<file path="src/rtl/lcs_pkg.sv">
// Shared constants and types for the LCS length unit.
package lcs_pkg;

   localparam int MAX_LEN = 64;
   localparam int SCORE_W = $clog2(MAX_LEN + 1);
   localparam int COUNT_W = $clog2(MAX_LEN + 1);
   localparam int SYM_W   = 8;

   localparam logic [1:0] MODE_APPEND = 2'd0;
   localparam logic [1:0] MODE_QUERY  = 2'd1;
   localparam logic [1:0] MODE_CLEAR  = 2'd2;

   // Query byte travelling along the cell row with its running scores.
   typedef struct packed {
      logic               active;
      logic               last;
      logic [SYM_W-1:0]   sym;
      logic [SCORE_W-1:0] diag;
      logic [SCORE_W-1:0] left;
   } token_type;

   // Reference store control broadcast to every cell.
   typedef struct packed {
      logic               append;
      logic               clear;
      logic [COUNT_W-1:0] count;
      logic [SYM_W-1:0]   sym;
   } ctl_type;

endpackage

</file>
<file path="src/rtl/lcs_cell.sv">
// One reference position: stored byte, its score and the token stage to the next cell.
module lcs_cell (
   input  logic                        clock,
   input  logic                        reset,
   input  logic [lcs_pkg::COUNT_W-1:0] cell_index,
   input  lcs_pkg::ctl_type            ctl,
   input  lcs_pkg::token_type          tok_in,
   output lcs_pkg::token_type          tok_out
);

   logic [lcs_pkg::SYM_W-1:0]   ref_ff;
   logic [lcs_pkg::SCORE_W-1:0] score_ff;
   logic [lcs_pkg::SCORE_W-1:0] score_in;
   lcs_pkg::token_type          tok_ff;
   lcs_pkg::token_type          tok_in_next;
   logic                        in_use;
   logic                        append_here;
   logic [lcs_pkg::SCORE_W-1:0] new_score;

   assign in_use      = cell_index < ctl.count;
   assign append_here = ctl.append && (cell_index == ctl.count);

   always_comb begin
      if (ref_ff == tok_in.sym) begin
         new_score = tok_in.diag + lcs_pkg::SCORE_W'(1);
      end else if (score_ff > tok_in.left) begin
         new_score = score_ff;
      end else begin
         new_score = tok_in.left;
      end
   end

   always_comb begin
      score_in    = score_ff;
      tok_in_next = tok_in;
      if (ctl.clear || append_here) begin
         score_in = '0;
      end else if (tok_in.active && in_use) begin
         // The last query byte leaves the row cleared behind it.
         score_in         = tok_in.last ? '0 : new_score;
         tok_in_next.diag = score_ff;
         tok_in_next.left = new_score;
      end
   end

   always_ff @(posedge clock) begin
      if (reset) begin
         score_ff      <= '0;
         tok_ff.active <= 1'b0;
      end else begin
         score_ff      <= score_in;
         tok_ff.active <= tok_in.active;
      end
      if (append_here) begin
         ref_ff <= ctl.sym;
      end
      if (tok_in.active) begin
         tok_ff.last <= tok_in_next.last;
         tok_ff.sym  <= tok_in_next.sym;
         tok_ff.diag <= tok_in_next.diag;
         tok_ff.left <= tok_in_next.left;
      end
   end

   assign tok_out = tok_ff;

endmodule

</file>
<file path="src/rtl/lcs_cell_row.sv">
// Chain of reference cells that a query token sweeps through, one cell per cycle.
module lcs_cell_row (
   input  logic               clock,
   input  logic               reset,
   input  lcs_pkg::ctl_type   ctl,
   input  lcs_pkg::token_type tok_in,
   output lcs_pkg::token_type tok_out
);

   lcs_pkg::token_type tok_chain [lcs_pkg::MAX_LEN+1];

   assign tok_chain[0] = tok_in;

   for (genvar j = 0; j < lcs_pkg::MAX_LEN; j++) begin : g_cell
      lcs_cell u_cell (
         .clock      (clock),
         .reset      (reset),
         .cell_index (lcs_pkg::COUNT_W'(j)),
         .ctl        (ctl),
         .tok_in     (tok_chain[j]),
         .tok_out    (tok_chain[j+1])
      );
   end

   assign tok_out = tok_chain[lcs_pkg::MAX_LEN];

endmodule

</file>
<file path="src/rtl/lcs_length_unit.sv">
// LCS length unit: reference store control, query injection and result register.
//
// Input channel req_: tuser carries the mode, tdata the byte, tlast marks the
// final query byte. Mode 0 appends a reference byte, mode 2 clears the
// reference and the score row, mode 1 sends a query byte through the row.
// Appends and clears are taken back to back. A query byte is
// carried by a token that walks the chain of MAX_LEN cells, one cell per
// cycle, so req_tready stays low after a query transaction until its token
// has left the chain; no new byte is taken while a query byte is in the
// chain, so the wait is set by the length of the cell chain.
// Result channel rsp_: a query byte with tlast yields one transaction that
// is registered once its token leaves the chain and carries the LCS length
// and the overflow flag. The result waits in an output register while
// rsp_tready is low; appends, clears and query bytes are still taken
// meanwhile, and a later final result is held at the end of the chain until
// the output register frees, req_tready staying low until then.
// Reset clears the reference count, overflow flag, score row and all valid
// flags; it takes effect at the next clock edge and needs no clearing pass.
module lcs_length_unit (
   input  logic       clock,
   input  logic       reset,
   input  logic       req_tvalid,
   output logic       req_tready,
   input  logic [7:0] req_tdata,   // [7:0] symbol
   input  logic [1:0] req_tuser,   // [1:0] mode
   input  logic       req_tlast,
   output logic       rsp_tvalid,
   input  logic       rsp_tready,
   output logic [7:0] rsp_tdata    // [6:0] lcs_length, [7] ref_overflow
);

   logic [lcs_pkg::COUNT_W-1:0] count_ff,  count_in;
   logic                        ovf_ff,    ovf_in;
   logic                        busy_ff,   busy_in;
   logic                        pend_ff,   pend_in;
   logic                        rsp_valid_ff, rsp_valid_in;
   logic [7:0]                  rsp_data_ff,  rsp_data_in;
   lcs_pkg::token_type          inj_ff,    inj_in;
   lcs_pkg::token_type          row_out;
   lcs_pkg::ctl_type            ctl;
   logic                        accept;
   logic                        full;
   logic                        slot_free;
   logic                        deliver;
   logic                        exit_last;

   assign accept = req_tvalid && req_tready;
   assign full   = count_ff == lcs_pkg::COUNT_W'(lcs_pkg::MAX_LEN);

   assign ctl.append = accept && (req_tuser == lcs_pkg::MODE_APPEND) && !full;
   assign ctl.clear  = accept && (req_tuser == lcs_pkg::MODE_CLEAR);
   assign ctl.count  = count_ff;
   assign ctl.sym    = req_tdata;

   always_comb begin
      inj_in.active = accept && (req_tuser == lcs_pkg::MODE_QUERY);
      inj_in.last   = req_tlast;
      inj_in.sym    = req_tdata;
      inj_in.diag   = '0;
      inj_in.left   = '0;
   end

   lcs_cell_row u_row (
      .clock   (clock),
      .reset   (reset),
      .ctl     (ctl),
      .tok_in  (inj_ff),
      .tok_out (row_out)
   );

   // The chain end keeps its last token data, so a stalled result is read from there.
   assign slot_free = !rsp_valid_ff || rsp_tready;
   assign exit_last = row_out.active && row_out.last;
   assign deliver   = (exit_last || pend_ff) && slot_free;

   always_comb begin
      count_in = count_ff;
      ovf_in   = ovf_ff;
      if (ctl.clear) begin
         count_in = '0;
         ovf_in   = 1'b0;
      end else if (ctl.append) begin
         count_in = count_ff + lcs_pkg::COUNT_W'(1);
      end else if (accept && (req_tuser == lcs_pkg::MODE_APPEND)) begin
         ovf_in = 1'b1;
      end

      busy_in = busy_ff;
      if (inj_in.active) begin
         busy_in = 1'b1;
      end else if ((row_out.active && !row_out.last) || deliver) begin
         busy_in = 1'b0;
      end

      pend_in = pend_ff;
      if (deliver) begin
         pend_in = 1'b0;
      end else if (exit_last) begin
         pend_in = 1'b1;
      end

      rsp_valid_in = rsp_valid_ff;
      rsp_data_in  = rsp_data_ff;
      if (deliver) begin
         rsp_valid_in = 1'b1;
         rsp_data_in  = {ovf_ff, row_out.left};
      end else if (rsp_tready) begin
         rsp_valid_in = 1'b0;
      end
   end

   always_ff @(posedge clock) begin
      if (reset) begin
         count_ff      <= '0;
         ovf_ff        <= 1'b0;
         busy_ff       <= 1'b0;
         pend_ff       <= 1'b0;
         rsp_valid_ff  <= 1'b0;
         inj_ff.active <= 1'b0;
      end else begin
         count_ff      <= count_in;
         ovf_ff        <= ovf_in;
         busy_ff       <= busy_in;
         pend_ff       <= pend_in;
         rsp_valid_ff  <= rsp_valid_in;
         inj_ff.active <= inj_in.active;
      end
      rsp_data_ff <= rsp_data_in;
      inj_ff.last <= inj_in.last;
      inj_ff.sym  <= inj_in.sym;
      inj_ff.diag <= inj_in.diag;
      inj_ff.left <= inj_in.left;
   end

   assign req_tready = !busy_ff;
   assign rsp_tvalid = rsp_valid_ff;
   assign rsp_tdata  = rsp_data_ff;

endmodule

</file>
<file path="config.mk">
export PLATFORM = sky130hd
export DESIGN_NAME = lcs_length_unit
export DESIGN_NICKNAME = d
export VERILOG_FILES = /design/src/rtl/lcs_pkg.sv /design/src/rtl/lcs_cell.sv /design/src/rtl/lcs_cell_row.sv /design/src/rtl/lcs_length_unit.sv
export SDC_FILE = /design/constraint.sdc
export NUM_CORES = 2
export LEC_CHECK = 0
export ABC_CLOCK_PERIOD_IN_PS = 3200
export BUFFER_PORTS_ARGS = -buffer_cell sky130_fd_sc_hd__buf_2
export CORE_AREA = 2 2 367 733
export CTS_BUF_LIST = sky130_fd_sc_hd__clkbuf_8
export DETAILED_ROUTE_END_ITERATION = 10
export DIE_AREA = 0 0 369 735
export GPL_TIMING_DRIVEN = 1
export SYNTH_ARGS = -nofsm -noshare
export SYNTH_HDL_FRONTEND = slang
export SYNTH_SLANG_ARGS = --single-unit
export TNS_END_PERCENT = 50
</file>
<file path="constraint.sdc">
create_clock -name clock -period 3.2 [get_ports clock]
set_input_delay 0.64 -clock clock [delete_from_list [all_inputs] [get_ports clock]]
set_output_delay 0.64 -clock clock [all_outputs]
set_load 0.02 [all_outputs]
</file>
## Word-level counts from Yosys, hierarchy flattened

Index checks and enable logic that the tools add are counted.

- Add/subtract/negate cells: 64
- $mul: 0
- Divide/modulo/power cells: 0
- $lt $le $gt $ge: 128
- Equality and inequality tests: 130
- Shifts and indexed selects: 0
- Multiplexer cells: 322
- Bitwise gates (word level): 2
- Reduce and logical (&&, ||, !) cells: 279

Operator list:

| cell | count |
|---|---|
| $mux W14 | 124 |
| $mux W7 | 194 |
| $eq A8 B8 Y1 | 64 |
| $add A7 B1 Y7 const B | 64 |
| $gt A7 B7 Y1 | 63 |
| $eq A6 B7 Y1 const A | 32 |
| $lt A6 B7 Y1 const A | 32 |
| $logic_and A1 B1 Y1 | 136 |
| $reduce_or A2 Y1 | 67 |
| $eq A5 B7 Y1 const A | 16 |
| $lt A5 B7 Y1 const A | 16 |
| $logic_or A1 B1 Y1 | 67 |
| $eq A4 B7 Y1 const A | 8 |
| $lt A4 B7 Y1 const A | 8 |
| $eq A3 B7 Y1 const A | 4 |
| $lt A3 B7 Y1 const A | 4 |
| $eq A2 B7 Y1 const A | 2 |
| $lt A1 B7 Y1 const A | 2 |
| $lt A2 B7 Y1 const A | 2 |
| $eq A1 B7 Y1 const A | 1 |
| $eq A7 B7 Y1 const B | 1 |
| $gt A7 B1 Y1 const B | 1 |
| $logic_not A7 Y1 | 1 |
| $logic_not A1 Y1 | 4 |
| other kinds (7) | 12 |

- Register bits: 2,510
- Bits in latches: 0
- RAM bits: 0
- ROM bits: 0
- Input bits: 15
- Output and inout port bits: 10
- Logic and storage cells: 1,380
- Memories kept: 0

## Depth between registers and ports, before layout

- Depth in word-level cells: 7
- Gate-level depth with buffers: 14
- Mapped depth without buffers: 9

## Cells and area by module

A second synthesis with hierarchy kept.

- Cell total of the unflattened synthesis: 12,568
- Area, all modules: 142,370.3 um^2

By module, submodules not included:

| module | times used | cells each | area an instance (um^2) | sequential area each (um^2) |
|---|---|---|---|---|
| lcs_cell (u_row.g_cell[0].u_cell ...) | 54 | 195 | 2,208.4 | 1,091.0 |
| lcs_cell (u_row.g_cell[59].u_cell ...) | 10 | 195 | 2,209.6 | 1,091.0 |
| lcs_length_unit | 1 | 86 | 1,014.7 | 660.6 |
| lcs_cell_row | 1 | 2 | 7.5 | 0.0 |

## Worst setup path before layout

OpenSTA, ideal clock, no wires.

- Path kind: flip-flop to flip-flop
- Start: register count_ff[1] (netlist bit)
- End: register u_row.g_cell[48].u_cell.tok_ff, in the netlist u_row.g_cell[48].u_cell.tok_out[10], data pin
- Setup time: 0.260 ns
- Data arrival time: 2.900 ns
- Data required time: 2.940 ns
- Slack: 0.040 ns
- Stages on the path, launching flop included: 12
- Clock period less this slack: 3.160 ns
- Path through: dfxtp_1 -> buf_2 -> buf_2 -> inv_1 -> ha_1 -> nand4bb_1 -> clkbuf_1 -> o211ai_4 -> nor2_1 -> or3_1 -> buf_2 -> mux2_2

RTL lines:

| element | line | RTL |
|---|---|---|
| start: declaration | lcs_length_unit.sv:32 | `logic [lcs_pkg::COUNT_W-1:0] count_ff, count_in;` |
| start signal: assignment | lcs_length_unit.sv:121 | `count_ff <= count_in;` |
| end: declaration | lcs_cell.sv:14 | `lcs_pkg::token_type tok_ff;` |

==> impl_summary.log <==
[metrics] number of buffers on the longest clock path: 4
[metrics] power density normalized to cell area: around 470 mW/mm2
[metrics] iteration count of the initial detailed-routing pass: 6
[metrics] HPWL after detailed placement: approximately 210 mm
[metrics] source of the worst register-to-register timing path: count_ff[2]$_SDFFE_PP0P_
[metrics] global placer's final weighted congestion: 0.884
[metrics] hold wc startpoint: req_tdata[2]
[metrics] syn nets: 10300
[metrics] main combinational cell family by area after synthesis: simple AND/OR/NAND/NOR gates
[metrics] via count: 78800
[metrics] vias in the first global route: around 80000
[metrics] final-stage net count: about 11000
[metrics] Filler Cells Inserted: between 20000 and 25000
[metrics] final worst path period share: 95.3%
[metrics] highest-count cells in the layout ignoring fill and taps: sky130_fd_sc_hd__edfxtp_1, sky130_fd_sc_hd__nand2_1, sky130_fd_sc_hd__inv_1
[metrics] aggregate routed wire length: between 300 and 400 mm
[metrics] Initial Utilization: around 45%
[metrics] final core utilization: slightly above 50%
[metrics] global route total overflow: 0
[metrics] status: complete, no violations
[metrics] maximum resistive drop on vdd: 0.473 mV
[metrics] wire length of the first global-routing pass: 464 mm
[metrics] number of pins with negative max-slew slack in the final report: 0
[metrics] full die area: 0.271 mm2
[metrics] kind of end point of the critical path: register
[metrics] Tightest Pin Transition: about 1.2 ns
[metrics] Site Rows: 268
[metrics] total clock sinks: ~2500
[metrics] pin count of the biggest net entering global routing: 46
[metrics] # setup viols final: 0
[metrics] worst slew slack as a fraction of its limit: approximately 20%
[metrics] fraction of final layout cells sized beyond drive strength 1: between 10% and 20%
[metrics] CTS root buffer: sky130_fd_sc_hd__clkbuf_8
[metrics] number of buffers inserted by port buffering: 24
[metrics] Remaining DRCs: 0
[metrics] met2 Resource Use GR: around 37%
[metrics] proportion of synthesized flip-flops having asynchronous set or reset: 0%
[metrics] overall die height: roughly 740 um
[metrics] Fmax achieved: between 300 and 400 MHz
[metrics] post-synthesis instance total: ~10000
[metrics] cts bufs inserted: between 300 and 400
[metrics] number of flops mapped to enable cells by yosys: 1977
[metrics] average wire length per cell after detail routing: 21.3 um
[metrics] Top Ports: 25
[metrics] per-cell via count in the routed design: 5.56
[metrics] Final Instance Area: 0.134 mm2
[metrics] Critical Path Start Type: register
[metrics] synthesized-area fraction occupied by and/or/nand/nor cells: a little over a tenth
[metrics] main flop type after synthesis: sky130_fd_sc_hd__edfxtp_1
[metrics] post-place setup slack: -0.207 ns
[metrics] clock transition at the registers of the reported paths: 0.07 ns
[metrics] worst setup path startpoint: count_ff[2]$_SDFFE_PP0P_
[metrics] global-route track usage on met1: 29.0%
[metrics] Setup WS post-layout: approximately 0.15 ns
[metrics] Horiz. Die Dim: 369 um
[metrics] adder and majority cell fraction of the synthesized area: 5.34%
[metrics] max-capacitance violation count: 0
[metrics] top cells by area in the synthesized netlist: sky130_fd_sc_hd__edfxtp_1, sky130_fd_sc_hd__dfxtp_1, sky130_fd_sc_hd__ha_1
[metrics] biggest area consumer among synthesized cells: sky130_fd_sc_hd__edfxtp_1
[metrics] Tmin final: between 3 and 4 ns
[metrics] worst-path maximum fanout: 28
[metrics] count of routing violations after the opening detailed-route iteration: slightly below 6000
[metrics] Pleak: 49.6 nW
[metrics] hold slack: between 0.1 and 0.15 ns
[metrics] area share of the leading cell type in the synthesized netlist: roughly half
[metrics] remaining antenna violation count: 0
[metrics] most common library cell in the layout ignoring fill and taps: sky130_fd_sc_hd__edfxtp_1
[metrics] average cell area after synthesis: between 10 and 15 um2
[metrics] initial antenna violation count: 11
[metrics] type of the worst setup path: register to register
[metrics] H-tree Lvls: 5
[metrics] met3 Usage GRT: between 2 and 3%
[metrics] multiplexer fraction of the synthesized cell area: under 10%
[metrics] compound-gate portion of the synthesized area: about 10%
[metrics] sequential cell area: 0.0700 mm2
[metrics] all-layer global routing usage: a little over a fifth
[metrics] synthesis-stage register bit count: 2510
[metrics] classification of the worst-slack hold path: input port to register
[metrics] most used routing layer in global routing: met2
[metrics] Placement Cell Area: 0.126 mm2
[metrics] largest clock skew in the final design: 0.0687 ns
[metrics] combined area of all synthesized cells: roughly 0.12 mm2
[metrics] final hold violations: 0
[metrics] CTS tree: done
[metrics] unrepaired setup endpoints after global routing: false
[metrics] Area Growth Syn to Fin: 12.4%
[metrics] Synth Area in XOR/XNOR: between 6 and 7%
[metrics] area used by multi-input combinational logic: 0.0459 mm2
[metrics] required time of the critical path: between 3 and 4 ns
[metrics] distinct cell type count of the synthesized netlist: 100
[metrics] number of synthesis warnings: 0
[metrics] clock latency at the later pin of the worst-skew pair: just over 1 ns
[metrics] data arrival time of the critical path: about 3.8 ns
[metrics] sequential cell area fraction in the yosys report: approximately three fifths
[metrics] Core Area: 0.266 mm2
## registers in the layout, summed over array words and instances (netlist names)
| name | flops |
|---|---|
| inj_ff | 10 |
| busy_ff | 1 |
| rsp_tvalid | 1 |
| u_row.g_cell.u_cell.tok_out | 1521 |
| ovf_ff | 1 |
| count_ff | 7 |
| rsp_tdata | 8 |
| u_row.g_cell.u_cell.ref_ff | 512 |
| u_row.g_cell.u_cell.score_ff | 448 |
| pend_ff | 1 |
## cell families after synthesis
| family | count (synthesis) |
|---|---|
| muxes | 636 |
| buffers and inverters | 800 |
| and+or+nand+nor | 2688 |
| adders and majority gates | 508 |
| DFF | 2510 |
| xor gates and xnor gates | 831 |
| AOI/OAI and AO/OA | 1832 |
## path summary, 6_finish.rpt
kind,slack [ns],depth (start not counted),end
worst max register to register,0.15,7,u_row.g_cell[17].u_cell.tok_out[0]$_DFFE_PP_
worst max-delay path,0.15,7,u_row.g_cell[17].u_cell.tok_out[0]$_DFFE_PP_
worst min register to register,0.42,0,rsp_tdata[1]$_DFFE_PP_
worst min-delay path,0.13,1,u_row.g_cell[56].u_cell.ref_ff[2]$_DFFE_PP_
## final cells by class
class	count	share of cell area, %
Clock buffer	409	4.21
Tap cell	3510	3.28
Clock inverter	262	1.46
Antenna cell	4	0.00748
Multi-Input combinational cell	6495	34.3
Inverter	522	1.46
Sequential cell	2510	52.3
Timing Repair Buffer	466	2.98
## worst max-delay path: stages, from the launching register on
cell                       delay (ns)
sky130_fd_sc_hd__dfxtp_2         0.32
sky130_fd_sc_hd__buf_4           0.24
sky130_fd_sc_hd__or2_2           0.53
sky130_fd_sc_hd__o21ai_1         0.58
sky130_fd_sc_hd__a21boi_0        0.24
sky130_fd_sc_hd__nand2_1         0.44
sky130_fd_sc_hd__buf_4           0.25
sky130_fd_sc_hd__o21ai_0         0.16
## per-stage QoR
| step | power, mW | instances | TNS (ns) |
|---|---|---|---|
| after global placement | 36.3 | 13500 | -6.21 |
| after CTS | 63.5 | 14200 | -0.000531 |
| final | 62.7 | 14200 | 0 |
| after detailed placement | 36.3 | 13500 | -5.30 |
| after global routing | 64.8 | 14200 | 0 |
| after floorplan | 35.8 | 9805 | 0 |
## synthesized netlist by cell type, types with 165 or more instances
| cell | number |
|---|---|
| sky130_fd_sc_hd__nor3_1 | 248 |
| sky130_fd_sc_hd__mux2_2 | 458 |
| sky130_fd_sc_hd__nand2_1 | 841 |
| sky130_fd_sc_hd__xnor2_1 | 382 |
| sky130_fd_sc_hd__edfxtp_1 | 1977 |
| sky130_fd_sc_hd__dfxtp_1 | 533 |
| sky130_fd_sc_hd__o22ai_1 | 166 |
| sky130_fd_sc_hd__nor2_1 | 547 |
| sky130_fd_sc_hd__a21oi_1 | 427 |
| sky130_fd_sc_hd__o21ai_0 | 540 |
| sky130_fd_sc_hd__clkbuf_1 | 165 |
| sky130_fd_sc_hd__xor2_1 | 449 |
| sky130_fd_sc_hd__nand3_1 | 305 |
| sky130_fd_sc_hd__ha_1 | 508 |
| sky130_fd_sc_hd__inv_1 | 522 |
## power breakdown
part | total, mW | switching, mW | internal, mW
Clock | 27.1 | 12.9 | 14.2
Combinational | 0.752 | 0.586 | 0.166
Sequential | 34.8 | 0.0159 | 34.8
## what timing repair did
item	in CTS	in global routing
pin swaps	1	1
gates cloned	0	0
setup endpoints to repair	69	119
setup buffers	0	3
hold buffers	5	0
hold endpoints to repair	6	0
resized for setup	5	6
## per-layer routing
layer  share of wire (%)  up-vias  wire [um]
li1                    -    37700          -
met1                  43    38600     131000
met2                  48     2075     145000
met3                 5.0      529      14900
met4                 3.7        0      11200
met5                   0        -          0
Note: power is estimated with default switching activity, not from simulation.
